==> config.mk <==
export PLATFORM = sky130hd
export DESIGN_NAME = rocket_flight_event_sequencer
export DESIGN_NICKNAME = d
export VERILOG_FILES = /design/src/design/rfes_pkg.sv /design/src/design/rocket_flight_event_sequencer.sv /design/src/design/rfes_fifo.sv /design/src/design/rfes_front.sv /design/src/design/rfes_back.sv
export SDC_FILE = /design/constraint.sdc
export NUM_CORES = 1
export LEC_CHECK = 0
export BUFFER_PORTS_ARGS = -buffer_cell sky130_fd_sc_hd__buf_2
export CORE_MARGIN = 2
export CORE_UTILIZATION = 55
export CTS_CLUSTER_SIZE = 25
export DETAILED_ROUTE_END_ITERATION = 10
export PLACE_DENSITY = 0.86
export SLEW_MARGIN = 30
export SYNTH_ARGS = -nofsm -noshare
export SYNTH_HDL_FRONTEND = slang
export SYNTH_HIERARCHICAL = 1
export SYNTH_SLANG_ARGS = --single-unit
==> constraint.sdc <==
create_clock -name clk -period 12.5 [get_ports clk]
set_clock_uncertainty 0.15 [all_clocks]
set_input_delay 1.25 -clock clk [delete_from_list [all_inputs] [get_ports clk]]
set_output_delay 1.25 -clock clk [all_outputs]
set_load 0.1 [all_outputs]
==> src/design/rfes_pkg.sv <==
package rfes_pkg;

	// operation codes of an input beat
	typedef enum logic [1:0] {
		OP_DETECT = 2'd0,
		OP_ARM    = 2'd1,
		OP_DISARM = 2'd2,
		OP_FORCE  = 2'd3
	} op_t;

	// calibration requests
	typedef enum logic [1:0] {
		CAL_NONE      = 2'd0,
		CAL_DISARMED  = 2'd1,
		CAL_STARTUP   = 2'd2,
		CAL_PREFLIGHT = 2'd3
	} cal_t;

	// configuration register indexes
	localparam int CFG_INDEX_BITS = 1;
	localparam int CFG_DATA_BITS  = 23;
	localparam logic [CFG_INDEX_BITS-1:0] CFG_MAIN_DEPLOY_ALT = 1'd0;
	localparam logic [CFG_INDEX_BITS-1:0] CFG_STAGING_DELAY   = 1'd1;

	// configuration reset values
	localparam logic [22:0] MAIN_DEPLOY_ALT_RESET = 23'd3000;
	localparam logic [15:0] STAGING_DELAY_RESET   = 16'd1000;

	// sensor thresholds in fixed-point units
	localparam logic signed [15:0] ACC_BURN_MIN = 16'sd252;
	localparam logic signed [24:0] DROP_TRIGGER = 25'sd100;
	localparam logic signed [15:0] FAST_DESCENT = -16'sd600;
	localparam logic signed [23:0] LANDED_ALT   = 24'sd2000;
	localparam logic signed [15:0] LANDED_VEL   = -16'sd20;

	// phase waits in ms
	localparam int WAIT_SHORT    = 100;
	localparam int WAIT_BURN     = 200;
	localparam int WAIT_STARTUP  = 500;
	localparam int WAIT_SS_DROP  = 1000;
	localparam int WAIT_DROGUE   = 2000;
	localparam int WAIT_SS_COAST = 3000;
	localparam int WAIT_MAIN     = 5000;
	localparam int WAIT_LANDING  = 30000;

	// classified item handed from front to back
	typedef struct packed {
		op_t         op;
		logic [31:0] now_ms;
		logic [3:0]  forced_phase;
		logic        burn;
		logic        burnout;
		logic        drop;
		logic        fast;
		logic        landed;
		logic        main_ok;
	} item_t;

	// one result beat
	typedef struct packed {
		logic [3:0] phase;
		logic       is_armed;
		logic       fire_apogee;
		logic       fire_main;
		logic       fire_second_stage;
		logic       in_flight_mark;
		cal_t       calibrate_request;
		logic       bad_phase;
	} result_t;

endpackage

==> src/design/rocket_flight_event_sequencer.sv <==
// Flight-phase sequencer for a rocket. Each input beat is one operation: a detect
// tick with time and sensor readings, arm, disarm, or force phase. A front stage
// classifies the readings against the fixed thresholds and the main deploy altitude
// and queues the beat; a back stage holds phase, arm flag and phase entry time and
// produces exactly one result beat per input beat, in order, carrying the new phase,
// the pyro pulses, the calibration request and the bad-phase flag. One beat is
// accepted per cycle while full is low; it waits in the classify queue until the
// back step writes its result into the result queue, each queue QUEUE_DEPTH deep.
// The back step, a wrapping TIME_BITS subtract and compares, runs once per cycle
// while an item waits and the result queue has room. Write the configuration
// registers only while no beat is in flight; cfg_ready is always high.
module rocket_flight_event_sequencer #(
	parameter int TIME_BITS   = 32,
	parameter int QUEUE_DEPTH = 2
) (
	input  logic                                clk,
	input  logic                                arst_n,
	input  logic                                cfg_valid,
	output logic                                cfg_ready,
	input  logic [rfes_pkg::CFG_INDEX_BITS-1:0] cfg_index,
	input  logic [rfes_pkg::CFG_DATA_BITS-1:0]  cfg_data,
	input  logic                                push,
	output logic                                full,
	input  logic [1:0]                          operation,
	input  logic [31:0]                         now_ms,
	input  logic signed [15:0]                  accel_axis,
	input  logic signed [23:0]                  altitude,
	input  logic signed [23:0]                  peak_altitude,
	input  logic signed [15:0]                  climb_rate,
	input  logic signed [15:0]                  vertical_velocity,
	input  logic [3:0]                          forced_phase,
	input  logic                                pop,
	output logic                                empty,
	output logic [3:0]                          phase,
	output logic                                is_armed,
	output logic                                fire_apogee,
	output logic                                fire_main,
	output logic                                fire_second_stage,
	output logic                                in_flight_mark,
	output logic [1:0]                          calibrate_request,
	output logic                                bad_phase
);
	import rfes_pkg::*;

	item_t       item_in;
	item_t       item_out;
	logic        item_empty;
	logic        item_pop;
	logic [15:0] staging_delay;
	result_t     res_in;
	result_t     res_out;
	logic        res_push;
	logic        res_full;

	assign cfg_ready = 1'b1;

	// classify and hold configuration
	rfes_front u_front (
		.clk               (clk),
		.arst_n            (arst_n),
		.cfg_valid         (cfg_valid),
		.cfg_index         (cfg_index),
		.cfg_data          (cfg_data),
		.operation         (operation),
		.now_ms            (now_ms),
		.accel_axis        (accel_axis),
		.altitude          (altitude),
		.peak_altitude     (peak_altitude),
		.climb_rate        (climb_rate),
		.vertical_velocity (vertical_velocity),
		.forced_phase      (forced_phase),
		.item              (item_in),
		.staging_delay     (staging_delay)
	);

	// queue of classified beats
	rfes_fifo #(
		.WIDTH ($bits(item_t)),
		.DEPTH (QUEUE_DEPTH)
	) u_item_q (
		.clk    (clk),
		.arst_n (arst_n),
		.push   (push),
		.din    (item_in),
		.full   (full),
		.pop    (item_pop),
		.dout   (item_out),
		.empty  (item_empty)
	);

	// sequencer step
	rfes_back #(
		.TIME_BITS (TIME_BITS)
	) u_back (
		.clk           (clk),
		.arst_n        (arst_n),
		.item          (item_out),
		.item_empty    (item_empty),
		.item_pop      (item_pop),
		.staging_delay (staging_delay),
		.result        (res_in),
		.result_push   (res_push),
		.result_full   (res_full)
	);

	// result queue
	rfes_fifo #(
		.WIDTH ($bits(result_t)),
		.DEPTH (QUEUE_DEPTH)
	) u_result_q (
		.clk    (clk),
		.arst_n (arst_n),
		.push   (res_push),
		.din    (res_in),
		.full   (res_full),
		.pop    (pop),
		.dout   (res_out),
		.empty  (empty)
	);

	assign phase             = res_out.phase;
	assign is_armed          = res_out.is_armed;
	assign fire_apogee       = res_out.fire_apogee;
	assign fire_main         = res_out.fire_main;
	assign fire_second_stage = res_out.fire_second_stage;
	assign in_flight_mark    = res_out.in_flight_mark;
	assign calibrate_request = res_out.calibrate_request;
	assign bad_phase         = res_out.bad_phase;

endmodule

==> src/design/rfes_fifo.sv <==
module rfes_fifo #(
	parameter int WIDTH = 8,
	parameter int DEPTH = 2
) (
	input  logic             clk,
	input  logic             arst_n,
	input  logic             push,
	input  logic [WIDTH-1:0] din,
	output logic             full,
	input  logic             pop,
	output logic [WIDTH-1:0] dout,
	output logic             empty
);
	localparam int PW = (DEPTH > 1) ? $clog2(DEPTH) : 1;
	localparam int CW = $clog2(DEPTH + 1);

	logic [WIDTH-1:0] mem_q [DEPTH];
	logic [PW-1:0]    wr_ptr_q;
	logic [PW-1:0]    rd_ptr_q;
	logic [CW-1:0]    count_q;
	logic             do_push;
	logic             do_pop;

	assign full    = (count_q == CW'(DEPTH));
	assign empty   = (count_q == '0);
	assign do_push = push && !full;
	assign do_pop  = pop && !empty;
	assign dout    = mem_q[rd_ptr_q];

	// storage
	always_ff @(posedge clk) begin
		if (do_push) begin
			mem_q[wr_ptr_q] <= din;
		end
	end

	// pointers and fill count
	always_ff @(posedge clk or negedge arst_n) begin
		if (!arst_n) begin
			wr_ptr_q <= '0;
			rd_ptr_q <= '0;
			count_q  <= '0;
		end else begin
			if (do_push) begin
				wr_ptr_q <= (wr_ptr_q == PW'(DEPTH - 1)) ? '0 : wr_ptr_q + 1'b1;
			end
			if (do_pop) begin
				rd_ptr_q <= (rd_ptr_q == PW'(DEPTH - 1)) ? '0 : rd_ptr_q + 1'b1;
			end
			if (do_push && !do_pop) begin
				count_q <= count_q + 1'b1;
			end else if (do_pop && !do_push) begin
				count_q <= count_q - 1'b1;
			end
		end
	end

endmodule

==> src/design/rfes_front.sv <==
module rfes_front (
	input  logic                                   clk,
	input  logic                                   arst_n,
	input  logic                                   cfg_valid,
	input  logic [rfes_pkg::CFG_INDEX_BITS-1:0]    cfg_index,
	input  logic [rfes_pkg::CFG_DATA_BITS-1:0]     cfg_data,
	input  logic [1:0]                             operation,
	input  logic [31:0]                            now_ms,
	input  logic signed [15:0]                     accel_axis,
	input  logic signed [23:0]                     altitude,
	input  logic signed [23:0]                     peak_altitude,
	input  logic signed [15:0]                     climb_rate,
	input  logic signed [15:0]                     vertical_velocity,
	input  logic [3:0]                             forced_phase,
	output rfes_pkg::item_t                        item,
	output logic [15:0]                            staging_delay
);
	import rfes_pkg::*;

	logic [22:0]        main_deploy_alt_q;
	logic [15:0]        staging_delay_q;
	logic signed [24:0] alt_drop;

	// configuration registers
	always_ff @(posedge clk or negedge arst_n) begin
		if (!arst_n) begin
			main_deploy_alt_q <= MAIN_DEPLOY_ALT_RESET;
			staging_delay_q   <= STAGING_DELAY_RESET;
		end else if (cfg_valid) begin
			unique case (cfg_index)
				CFG_MAIN_DEPLOY_ALT: main_deploy_alt_q <= cfg_data;
				CFG_STAGING_DELAY:   staging_delay_q   <= cfg_data[15:0];
				default: ;
			endcase
		end
	end

	assign staging_delay = staging_delay_q;

	// distance below peak, one bit wider so it cannot overflow
	assign alt_drop = {peak_altitude[23], peak_altitude} - {altitude[23], altitude};

	// sensor classification, independent of sequencer state
	always_comb begin
		item.op           = op_t'(operation);
		item.now_ms       = now_ms;
		item.forced_phase = forced_phase;
		item.burn         = (accel_axis >= ACC_BURN_MIN);
		item.burnout      = accel_axis[15];
		item.drop         = (alt_drop > DROP_TRIGGER);
		item.fast         = (climb_rate < FAST_DESCENT);
		item.landed       = (altitude < LANDED_ALT) && (vertical_velocity > LANDED_VEL);
		item.main_ok      = (altitude <= $signed({1'b0, main_deploy_alt_q}));
	end

endmodule

==> src/design/rfes_back.sv <==
module rfes_back #(
	parameter int TIME_BITS = 32
) (
	input  logic              clk,
	input  logic              arst_n,
	input  rfes_pkg::item_t   item,
	input  logic              item_empty,
	output logic              item_pop,
	input  logic [15:0]       staging_delay,
	output rfes_pkg::result_t result,
	output logic              result_push,
	input  logic              result_full
);
	import rfes_pkg::*;

	typedef enum logic [3:0] {
		PH_STARTUP   = 4'd0,
		PH_PREFLIGHT = 4'd1,
		PH_BOOST     = 4'd2,
		PH_SS_DELAY  = 4'd3,
		PH_SS_IGNITE = 4'd4,
		PH_SS_BOOST  = 4'd5,
		PH_COAST     = 4'd6,
		PH_FREE_FALL = 4'd7,
		PH_DROGUE    = 4'd8,
		PH_DROGUE_NG = 4'd9,
		PH_MAIN      = 4'd10,
		PH_RECOV_NG  = 4'd11,
		PH_LANDING   = 4'd12,
		PH_SHUTDOWN  = 4'd13
	} phase_t;

	logic [3:0]           phase_q;
	logic                 armed_q;
	logic                 entry_done_q;
	logic [TIME_BITS-1:0] entry_time_q;

	logic [3:0]           phase_n;
	logic [3:0]           next_phase;
	logic                 armed_n;
	logic                 entry_done_n;
	logic [TIME_BITS-1:0] entry_time_n;
	logic [TIME_BITS-1:0] now_t;
	logic [TIME_BITS-1:0] entry_t;
	logic [TIME_BITS-1:0] elapsed;
	logic                 ge_short, ge_burn, ge_startup, ge_ss_drop, ge_drogue;
	logic                 ge_ss_coast, ge_main, ge_landing, ge_staging;

	// one step per cycle whenever an item waits and the result queue has room
	assign item_pop    = !item_empty && !result_full;
	assign result_push = item_pop;

	// elapsed time in phase, wrapping
	assign now_t   = TIME_BITS'(item.now_ms);
	assign entry_t = entry_done_q ? entry_time_q : now_t;
	assign elapsed = now_t - entry_t;

	assign ge_short    = (elapsed >= TIME_BITS'(WAIT_SHORT));
	assign ge_burn     = (elapsed >= TIME_BITS'(WAIT_BURN));
	assign ge_startup  = (elapsed >= TIME_BITS'(WAIT_STARTUP));
	assign ge_ss_drop  = (elapsed >= TIME_BITS'(WAIT_SS_DROP));
	assign ge_drogue   = (elapsed >= TIME_BITS'(WAIT_DROGUE));
	assign ge_ss_coast = (elapsed >= TIME_BITS'(WAIT_SS_COAST));
	assign ge_main     = (elapsed >= TIME_BITS'(WAIT_MAIN));
	assign ge_landing  = (elapsed >= TIME_BITS'(WAIT_LANDING));
	assign ge_staging  = (elapsed >= TIME_BITS'(staging_delay));

	// operation decode, phase checks and pyro pulses
	always_comb begin
		phase_n      = phase_q;
		armed_n      = armed_q;
		entry_done_n = entry_done_q;
		entry_time_n = entry_time_q;
		next_phase   = phase_q;
		result       = '0;
		unique case (item.op)
			OP_ARM:    armed_n = 1'b1;
			OP_DISARM: armed_n = 1'b0;
			OP_FORCE:  phase_n = item.forced_phase;
			OP_DETECT: begin
				if (!armed_q) begin
					phase_n                  = PH_STARTUP;
					result.calibrate_request = CAL_DISARMED;
				end else if (phase_q > PH_LANDING) begin
					armed_n          = 1'b0;
					result.bad_phase = 1'b1;
				end else begin
					entry_done_n          = 1'b1;
					entry_time_n          = entry_t;
					result.in_flight_mark = !entry_done_q && (phase_q == PH_BOOST);
					unique case (phase_q)
						PH_STARTUP: begin
							result.calibrate_request = CAL_STARTUP;
							if (ge_startup) next_phase = PH_PREFLIGHT;
						end
						PH_PREFLIGHT: begin
							result.calibrate_request = CAL_PREFLIGHT;
							if (ge_short && item.burn) next_phase = PH_BOOST;
						end
						PH_BOOST: begin
							if (ge_burn && item.burnout) next_phase = PH_SS_DELAY;
						end
						PH_SS_DELAY: begin
							if (ge_staging) begin
								result.fire_second_stage = 1'b1;
								next_phase               = PH_SS_IGNITE;
							end
							if (ge_burn && item.drop) next_phase = PH_FREE_FALL;
						end
						PH_SS_IGNITE: begin
							if (ge_short && item.burn) next_phase = PH_SS_BOOST;
							if (ge_ss_coast) next_phase = PH_COAST;
							if (ge_ss_drop && item.drop) next_phase = PH_FREE_FALL;
						end
						PH_SS_BOOST: begin
							if (ge_burn && item.burnout) next_phase = PH_COAST;
						end
						PH_COAST: begin
							if (ge_burn && item.drop) next_phase = PH_FREE_FALL;
						end
						PH_FREE_FALL: begin
							result.fire_apogee = 1'b1;
							next_phase         = PH_DROGUE;
						end
						PH_DROGUE: begin
							if (ge_short && item.main_ok) begin
								result.fire_main = 1'b1;
								next_phase       = PH_MAIN;
							end else if (ge_drogue && item.fast) begin
								next_phase = PH_DROGUE_NG;
							end
						end
						PH_DROGUE_NG: begin
							if (ge_short) begin
								result.fire_apogee = 1'b1;
								result.fire_main   = 1'b1;
								next_phase         = PH_MAIN;
							end
						end
						PH_MAIN: begin
							if (ge_main && item.fast) next_phase = PH_RECOV_NG;
							else if (ge_landing && item.landed) next_phase = PH_LANDING;
						end
						PH_RECOV_NG: begin
							if (ge_landing && item.landed) next_phase = PH_LANDING;
						end
						PH_LANDING: begin
							if (ge_landing) next_phase = PH_SHUTDOWN;
						end
						default: next_phase = phase_q;
					endcase
					// a new phase restarts its entry timing
					if (next_phase != phase_q) begin
						phase_n      = next_phase;
						entry_done_n = 1'b0;
					end else if (phase_q == PH_FREE_FALL) begin
						entry_done_n = 1'b0;
					end
				end
			end
			default: ;
		endcase
		result.phase    = phase_n;
		result.is_armed = armed_n;
	end

	// sequencer state
	always_ff @(posedge clk or negedge arst_n) begin
		if (!arst_n) begin
			phase_q      <= PH_STARTUP;
			armed_q      <= 1'b0;
			entry_done_q <= 1'b0;
			entry_time_q <= '0;
		end else if (item_pop) begin
			phase_q      <= phase_n;
			armed_q      <= armed_n;
			entry_done_q <= entry_done_n;
			entry_time_q <= entry_time_n;
		end
	end

endmodule
==> results of run 1 <==
[area by class of cell]
class	instances	area share, %
multi-input combinational	1029	49.6
sequential	197	35.8
timing repair buffer	178	5.91
clock buffer	18	2.79
tap	330	2.68
inverter	91	2.22
clock inverter	14	0.967
antenna	3	0.0487
[power by group]
| group | leakage, nW | internal (mW) | total, mW | switching, mW |
|---|---|---|---|---|
| Combinational | 4.31 | 1.13 | 3.12 | 1.99 |
| Clock | 0.279 | 0.281 | 0.534 | 0.253 |
| Sequential | 2.07 | 0.915 | 1.02 | 0.109 |
| Total | 6.66 | 2.33 | 4.68 | 2.35 |
[worst max-delay path, cell delays in order, from the launching register on]
cell and delay [ns]:
dfrtp_2 0.34, buf_4 0.70, mux2_4 0.35, inv_1 0.07, o21ai_0 0.11, ha_1 0.25
fa_1 0.41, nand2b_1 0.19, a21oi_1 0.37, o21ai_1 0.24, nor2b_1 0.19, xnor2_1 0.50
ha_1 0.35, a21o_1 0.16, a21oi_1 0.14, nor2b_1 0.06, o21ai_0 0.14, a31oi_1 0.09
or2_2 0.34, or3_1 0.33, o211ai_2 0.13, nor2_1 0.18, a2111oi_0 0.49, a32oi_1 0.22
o21ai_1 0.18
[cell usage after synthesis, drive strengths merged, types with 11 or more instances]
| cell type | instances |
|---|---|
| edfxtp | 112 |
| and2 | 12 |
| o21ai | 119 |
| ha | 100 |
| mux2 | 78 |
| o21a | 15 |
| nor3 | 25 |
| nor2 | 71 |
| xnor2 | 23 |
| clkbuf | 32 |
| nand2b | 17 |
| dfrtp | 72 |
| dfstp | 13 |
| mux2i | 42 |
| a211oi | 15 |
| buf | 67 |
| xor2 | 11 |
| nor4 | 18 |
| o211ai | 14 |
| nand2 | 130 |
| a21o | 32 |
| nand3 | 21 |
| inv | 91 |
| nor2b | 18 |
| nand4 | 26 |
| a21oi | 75 |
[cells by family after synthesis]
group | Yosys count | share of synthesized area (%)
AND/OR/NAND/NOR | 399 | 14.7
AO/OA/AOI/OAI | 373 | 17.6
flip-flops | 197 | 39.0
buffers and inverters | 190 | 7.08
multiplexers | 120 | 10.5
adder cells (fa/ha/maj) | 102 | 9.13
XOR/XNOR | 34 | 2.11
other | 1 | 0.0265
[routing by layer]
metal	wire [um]	track usage, %	vias to the layer above
met5	0	0	-
met4	750	8.33	0
met3	2180	4.04	60
met2	16100	42.4	441
met1	14500	33.1	5347
li1	-	-	5387
[how the worst max path moves through the flow]
stage | from | to | slack (ns) | cells past startpoint
after global placement | u_item_q/rd_ptr_q | u_result_q/mem_q[0][9] | 5.96 | 20
after detailed placement | u_item_q/rd_ptr_q | u_result_q/mem_q[0][9] | 5.86 | 24
after CTS | u_item_q/rd_ptr_q | u_result_q/mem_q[0][9] | 5.74 | 24
final | u_item_q/rd_ptr_q | u_result_q/mem_q[1][9] | 5.63 | 24
after floorplan | u_item_q/rd_ptr_q | u_result_q/mem_q[0][9] | 7.08 | 25
after global routing | u_item_q/rd_ptr_q | u_result_q/mem_q[0][9] | 5.15 | 24
[registers in the layout, summed over array words and instances, names as in the netlist]
register,count
u_result_q/count_q,2
u_back/armed_q,1
u_item_q/mem_q,88
u_front/main_deploy_alt_q,23
u_back/entry_time_q,32
u_result_q/wr_ptr_q,1
u_front/staging_delay,16
u_result_q/mem_q,24
u_item_q/rd_ptr_q,1
u_result_q/rd_ptr_q,1
u_back/phase_q,4
u_item_q/count_q,2
u_back/entry_done_q,1
u_item_q/wr_ptr_q,1
==> results.md, run 1 <==
* DR vias/cell at approximately 6.0
* Post-route cell area at between 0.015 and 0.02 sq mm
* Hold Path Origin: u_back/entry_time_q[17]
* Crit path max fanout at 45
* Chip Width at between 150 and 200 um
* Total grt overflow at 0
* # Max-Cap Violations at 0
* Final Cycle Share at between 50 and 60%
* Post-synthesis area per instance at roughly 10 sq um
* Slew @ Worst Pin at just under 0.9 ns
* Final wirelength at between 30000 and 40000 um
* Layout Utilization at around three fifths
* Fraction of registers with async set/reset at around 43%
* Die Height at about 160 um
* FMAX at 145 MHz
* Hold EP: u_back/entry_time_q[17]
* Dpl cell area at 0.0148 sq mm
* Place WS at between 5 and 6 ns
* Hold Path Depth at 2
* Layout cell share with drive strength beyond 1 at roughly 23%
* Total number of vias at between 10000 and 15000
* TritonRoute pass-1 iters at 5
* Reg2Reg Setup Slack at 5.63 ns
* Mapped Cells at about 1400
* Netlist Area Pre-Place at 0.0141 sq mm
* Post-Syn Nets at around 1700
* Number of synthesized flops with an enable pin at around 110
* Core Area at about 0.025 sq mm
* Area delta synth->final at 8.97%
* Leading cell type in the layout, fill and taps excluded: buf_2
* Reg-to-Reg Start: u_item_q/rd_ptr_q
* Clock-pin slew on the worst setup and hold paths at roughly 0.070 ns
* Fin. max-slew vios at 0
* Seq/Total Area, Yosys at between 30% and 40%
* DRC Markers at 0
* Hold Slack at about 0.33 ns
* Final worst-path setup slack at 5.63 ns
* Setup bufs post-CTS at 0
* Worst setup EP type: register
* Data required, critical path at approximately 13 ns
* Row count at 58
* Clock Latency Late Sink at 0.44 ns
* R2R depth at 24
* Post-DR wirelength/cell at about 18 um
* Relative slew slack at about two fifths
* Finish-stage setup viols at 0
* Seq. cell area at 0.00551 sq mm
* Pwr dens at between 300 and 400 mW/mm^2
* RR Endpoint: u_result_q/mem_q[1][9]
* Yosys top cell by area: edfxtp_1
* Multi-input gate area at about 0.0076 sq mm
* Nets at 1779
* Flops & latches, synth at between 150 and 200
* Initial Util at 56.1%
* CP startpoint kind: register
* Hold Vio Cnt, Final at 0
* Initial antenna violation count at 3
* CTS Buf Count at 17
* Most used DFF post-synth: edfxtp_1
* Inst Count DP at between 1500 and 2000
* TritonCTS Sinks at 197
* VDD IR max at 0.255 mV
* I/O Buffers at around 170
* Synth unique cells at between 90 and 100
* Max H-tree Level at 4
* Critical path class: register to register
* Final min period at 6.88 ns
* Synth top area cells: edfxtp_1, dfrtp_1, ha_1
* RSZ-0062 raised after global routing: no
* TritonCTS clock tree: built
* Outcome: completed
* Dpl hpwl at roughly 25000 um
* Max Buffers Root-to-Sink at 2
* First-pass GRT wire length at 54000 um
* Crit path DAT at between 6 and 7 ns
* I/O pins at between 150 and 200
* Post-Route Setup TNS at 0 ns
* Antenna viol nets, final at 0
* Hold buffer count at cts at 0
* Power consumption at between 4 and 5 mW
* Cts repair resizes at 0
* # fillers at a little over 2000
* Worst Hold Class: register to register
* Vias in the first global route at approximately 11000
* GPL Wtd Cong at about 1
* Initial DRC Count at ~840
* Post-Layout Cell Count at between 1500 and 2000
* Leakage at around 6.7 nW
* Commonest cells after routing, fill and taps aside: buf_2, nand2_1, edfxtp_1
* Root Driver: clkbuf_16
* Largest net degree at the start of global routing at 50
* DIE AREA at 0.0270 sq mm
* GRT Util Overall at between 20% and 30%
* Synth top area share at about a quarter
* Yosys warning total at 6
Power figures use the tool's default switching activity.
==> run 2: changes to the inputs <==
--- a/config.mk
+++ b/config.mk
@@ -7,10 +7,10 @@
 export LEC_CHECK = 0
 export BUFFER_PORTS_ARGS = -buffer_cell sky130_fd_sc_hd__buf_2
 export CORE_MARGIN = 2
-export CORE_UTILIZATION = 55
+export CORE_UTILIZATION = 54
 export CTS_CLUSTER_SIZE = 25
 export DETAILED_ROUTE_END_ITERATION = 10
-export PLACE_DENSITY = 0.86
+export PLACE_DENSITY = 0.88
 export SLEW_MARGIN = 30
 export SYNTH_ARGS = -nofsm -noshare
 export SYNTH_HDL_FRONTEND = slang
==> constraint.sdc (replaced) <==
create_clock -name clk -period 6.3 [get_ports clk]
set_clock_uncertainty 0.15 [all_clocks]
set_input_delay 0.63 -clock clk [delete_from_list [all_inputs] [get_ports clk]]
set_output_delay 0.63 -clock clk [all_outputs]
set_load 0.1 [all_outputs]
==> run 2 against run 1 <==
Net effect: clock power increased by 110%; critical path type unchanged; final cell count increased by 0.54%; non-clock buffer count increased by 3; first-iteration DRC count increased by 1.8%; utilization decreased by 1.3 points.
==> results.md, run 2 (same netlist as run 1, synthesis figures left out) <==
* Outcome: completed
* Worst setup EP type: register
* Final worst-path setup slack at ~0.27 ns
* Vias in the first global route at 11200
* Clock Latency Late Sink at approximately 0.45 ns
* I/O pins at about 180
* Post-Route Setup TNS at 0 ns
* Commonest cells after routing, fill and taps aside: buf_2, nand2_1, edfxtp_1
* Crit path max fanout at 31
* Net switching power figure at 4.75 mW
* Hold Slack at around 0.010 ns
* Inst Count DP at 1833
* Crit path DAT at between 6 and 7 ns
* Total grt overflow at 0
* GPL Wtd Cong at 0.966
* Die Height at between 150 and 200 um
* Crit path launch: u_back/entry_done_q
* GRT Util Overall at between 20% and 30%
* Hold buffer count at cts at 0
* DR vias/cell at between 6 and 7
* Dpl hpwl at between 20000 and 30000 um
* Post-DR wirelength/cell at 18.1 um
* Chip Width at roughly 170 um
* Combinational share of power at ~67%
* CP endpoint: u_result_q/mem_q[1][9]
* Hold Vio Cnt, Final at 0
* CP startpoint kind: register
* Reg-to-Reg Start: u_back/entry_done_q
* Slew @ Worst Pin at between 0.7 and 0.8 ns
* Max H-tree Level at 4
* Nets at 1782
* Internal power at roughly 4.7 mW
* Total number of vias at ~11000
* Row count at 59
* Pwr dens at 609 mW/mm^2
* Leakage at approximately 6.7 nW
* Post-route cell area at 0.0155 sq mm
* Antenna viol nets, final at 0
* I/O Buffers at around 170
* Setup bufs post-CTS at 0
* R2R depth at 21
* Area delta synth->final at 9.77%
* Data required, critical path at 6.42 ns
* Max Buffers Root-to-Sink at 2
* First-pass GRT wire length at ~56000 um
* DIE AREA at 0.0275 sq mm
* Root Driver: clkbuf_16
* Sw Ratio at 50.2%
* Initial antenna violation count at 7
* Layout Utilization at about 60%
* Sequential fraction of design power at a little over a fifth
* DRC Markers at 0
* Post-Layout Cell Count at 1870
* FMAX at between 150 and 200 MHz
* Leading cell type in the layout, fill and taps excluded: buf_2
* Core Area at about 0.026 sq mm
* RR Endpoint: u_result_q/mem_q[1][9]
* Reg2Reg Setup Slack at between 0.2 and 0.3 ns
* TritonRoute pass-1 iters at 6
* Final min period at 6.03 ns
* TritonCTS Sinks at between 150 and 200
* Finish-stage setup viols at 0
* Relative slew slack at a little under half
* Worst Hold Class: input port to async pin
* Dpl cell area at approximately 0.015 sq mm
* Final wirelength at about 34000 um
* VDD IR max at 0.543 mV
* Layout cell share with drive strength beyond 1 at between 20% and 30%
* Clock Power Share at 11.8%
* Initial Util at between 50% and 60%
* Initial DRC Count at 858
* Max reg flops at 88
* Largest net degree at the start of global routing at 65
* # fillers at roughly 2100
* RSZ-0062 raised after global routing: no
* Largest reg by FF count: u_item_q/mem_q
* CTS Buf Count at 17
* # Max-Cap Violations at 0
* TritonCTS clock tree: built
* Critical path class: register to register
* Fin. max-slew vios at 0
* Largest registers: u_item_q/mem_q (88), u_back/entry_time_q (32), u_result_q/mem_q (24)
* Clock-pin slew on the worst setup and hold paths at 0.08 ns
* Place WS at 0.497 ns
* Final Cycle Share at between 90 and 100%
* Power consumption at 9.45 mW
## run 2: per-layer routing
layer / track usage [%] / wire length, um / up-vias
met5: 0 / 23 / -
met4: 9.64 / 1000 / 4
met3: 4.41 / 2230 / 85
met2: 39.6 / 16100 / 454
met1: 32.8 / 14500 / 5452
li1: - / - / 5404
## run 2: area by class of cell
class	instances	area (sq um)	area share, %
diodes	5	12.5	0.0806
clock buffers	17	425	2.74
clock inverters	15	189	1.22
inverters	91	342	2.20
multi-input cells	1029	7660	49.4
flip-flops and latches	197	5510	35.5
well taps	335	419	2.70
repair buffers	181	958	6.18
## run 2: power by group through the flow
| stage | sequential (mW) | combinational (mW) | clock, mW |
|---|---|---|---|
| floorplan | 1.95 | 4.93 | 0 |
| global placement | 2.04 | 5.89 | 0 |
| detailed placement | 2.08 | 6.06 | 0 |
| CTS | 2.05 | 6.15 | 1.13 |
| global route | 2.10 | 6.86 | 1.18 |
| finish | 2.05 | 6.29 | 1.11 |
## run 2: timing repair
action | CTS | global route
endpoints found under the setup margin | 0 | 4
endpoints found under the hold margin | 0 | 0
resized for setup | 0 | 4
## run 2: how the worst min path moves through the flow
stage                              endpoint  slack (ns)               startpoint
floorplan                    u_back/armed_q        0.18                   arst_n
global placement    u_back/entry_time_q[24]        0.31  u_back/entry_time_q[24]
detailed placement   u_back/entry_time_q[9]        0.32   u_back/entry_time_q[9]
CTS                 u_back/entry_time_q[28]        0.02                   arst_n
global route        u_back/entry_time_q[28]        0.03                   arst_n
finish              u_back/entry_time_q[28]        0.01                   arst_n
## run 2: worst max-delay path, cell delays in order (launching register included)
cell       delay, ns
dfrtp_1         0.62
buf_12          0.28
mux2i_1         0.14
ha_1            0.39
o2111ai_1       0.27
a21oi_1         0.27
nor2_1          0.07
xnor2_1         0.61
ha_1            0.38
a21o_1          0.18
a21o_1          0.16
a21oi_1         0.15
nor2b_1         0.06
o21ai_0         0.16
a31oi_1         0.09
or2_2           0.34
or3_1           0.33
o211ai_2        0.14
nor2_1          0.12
a2111oi_0       0.50
a32oi_1         0.21
o21ai_1         0.18
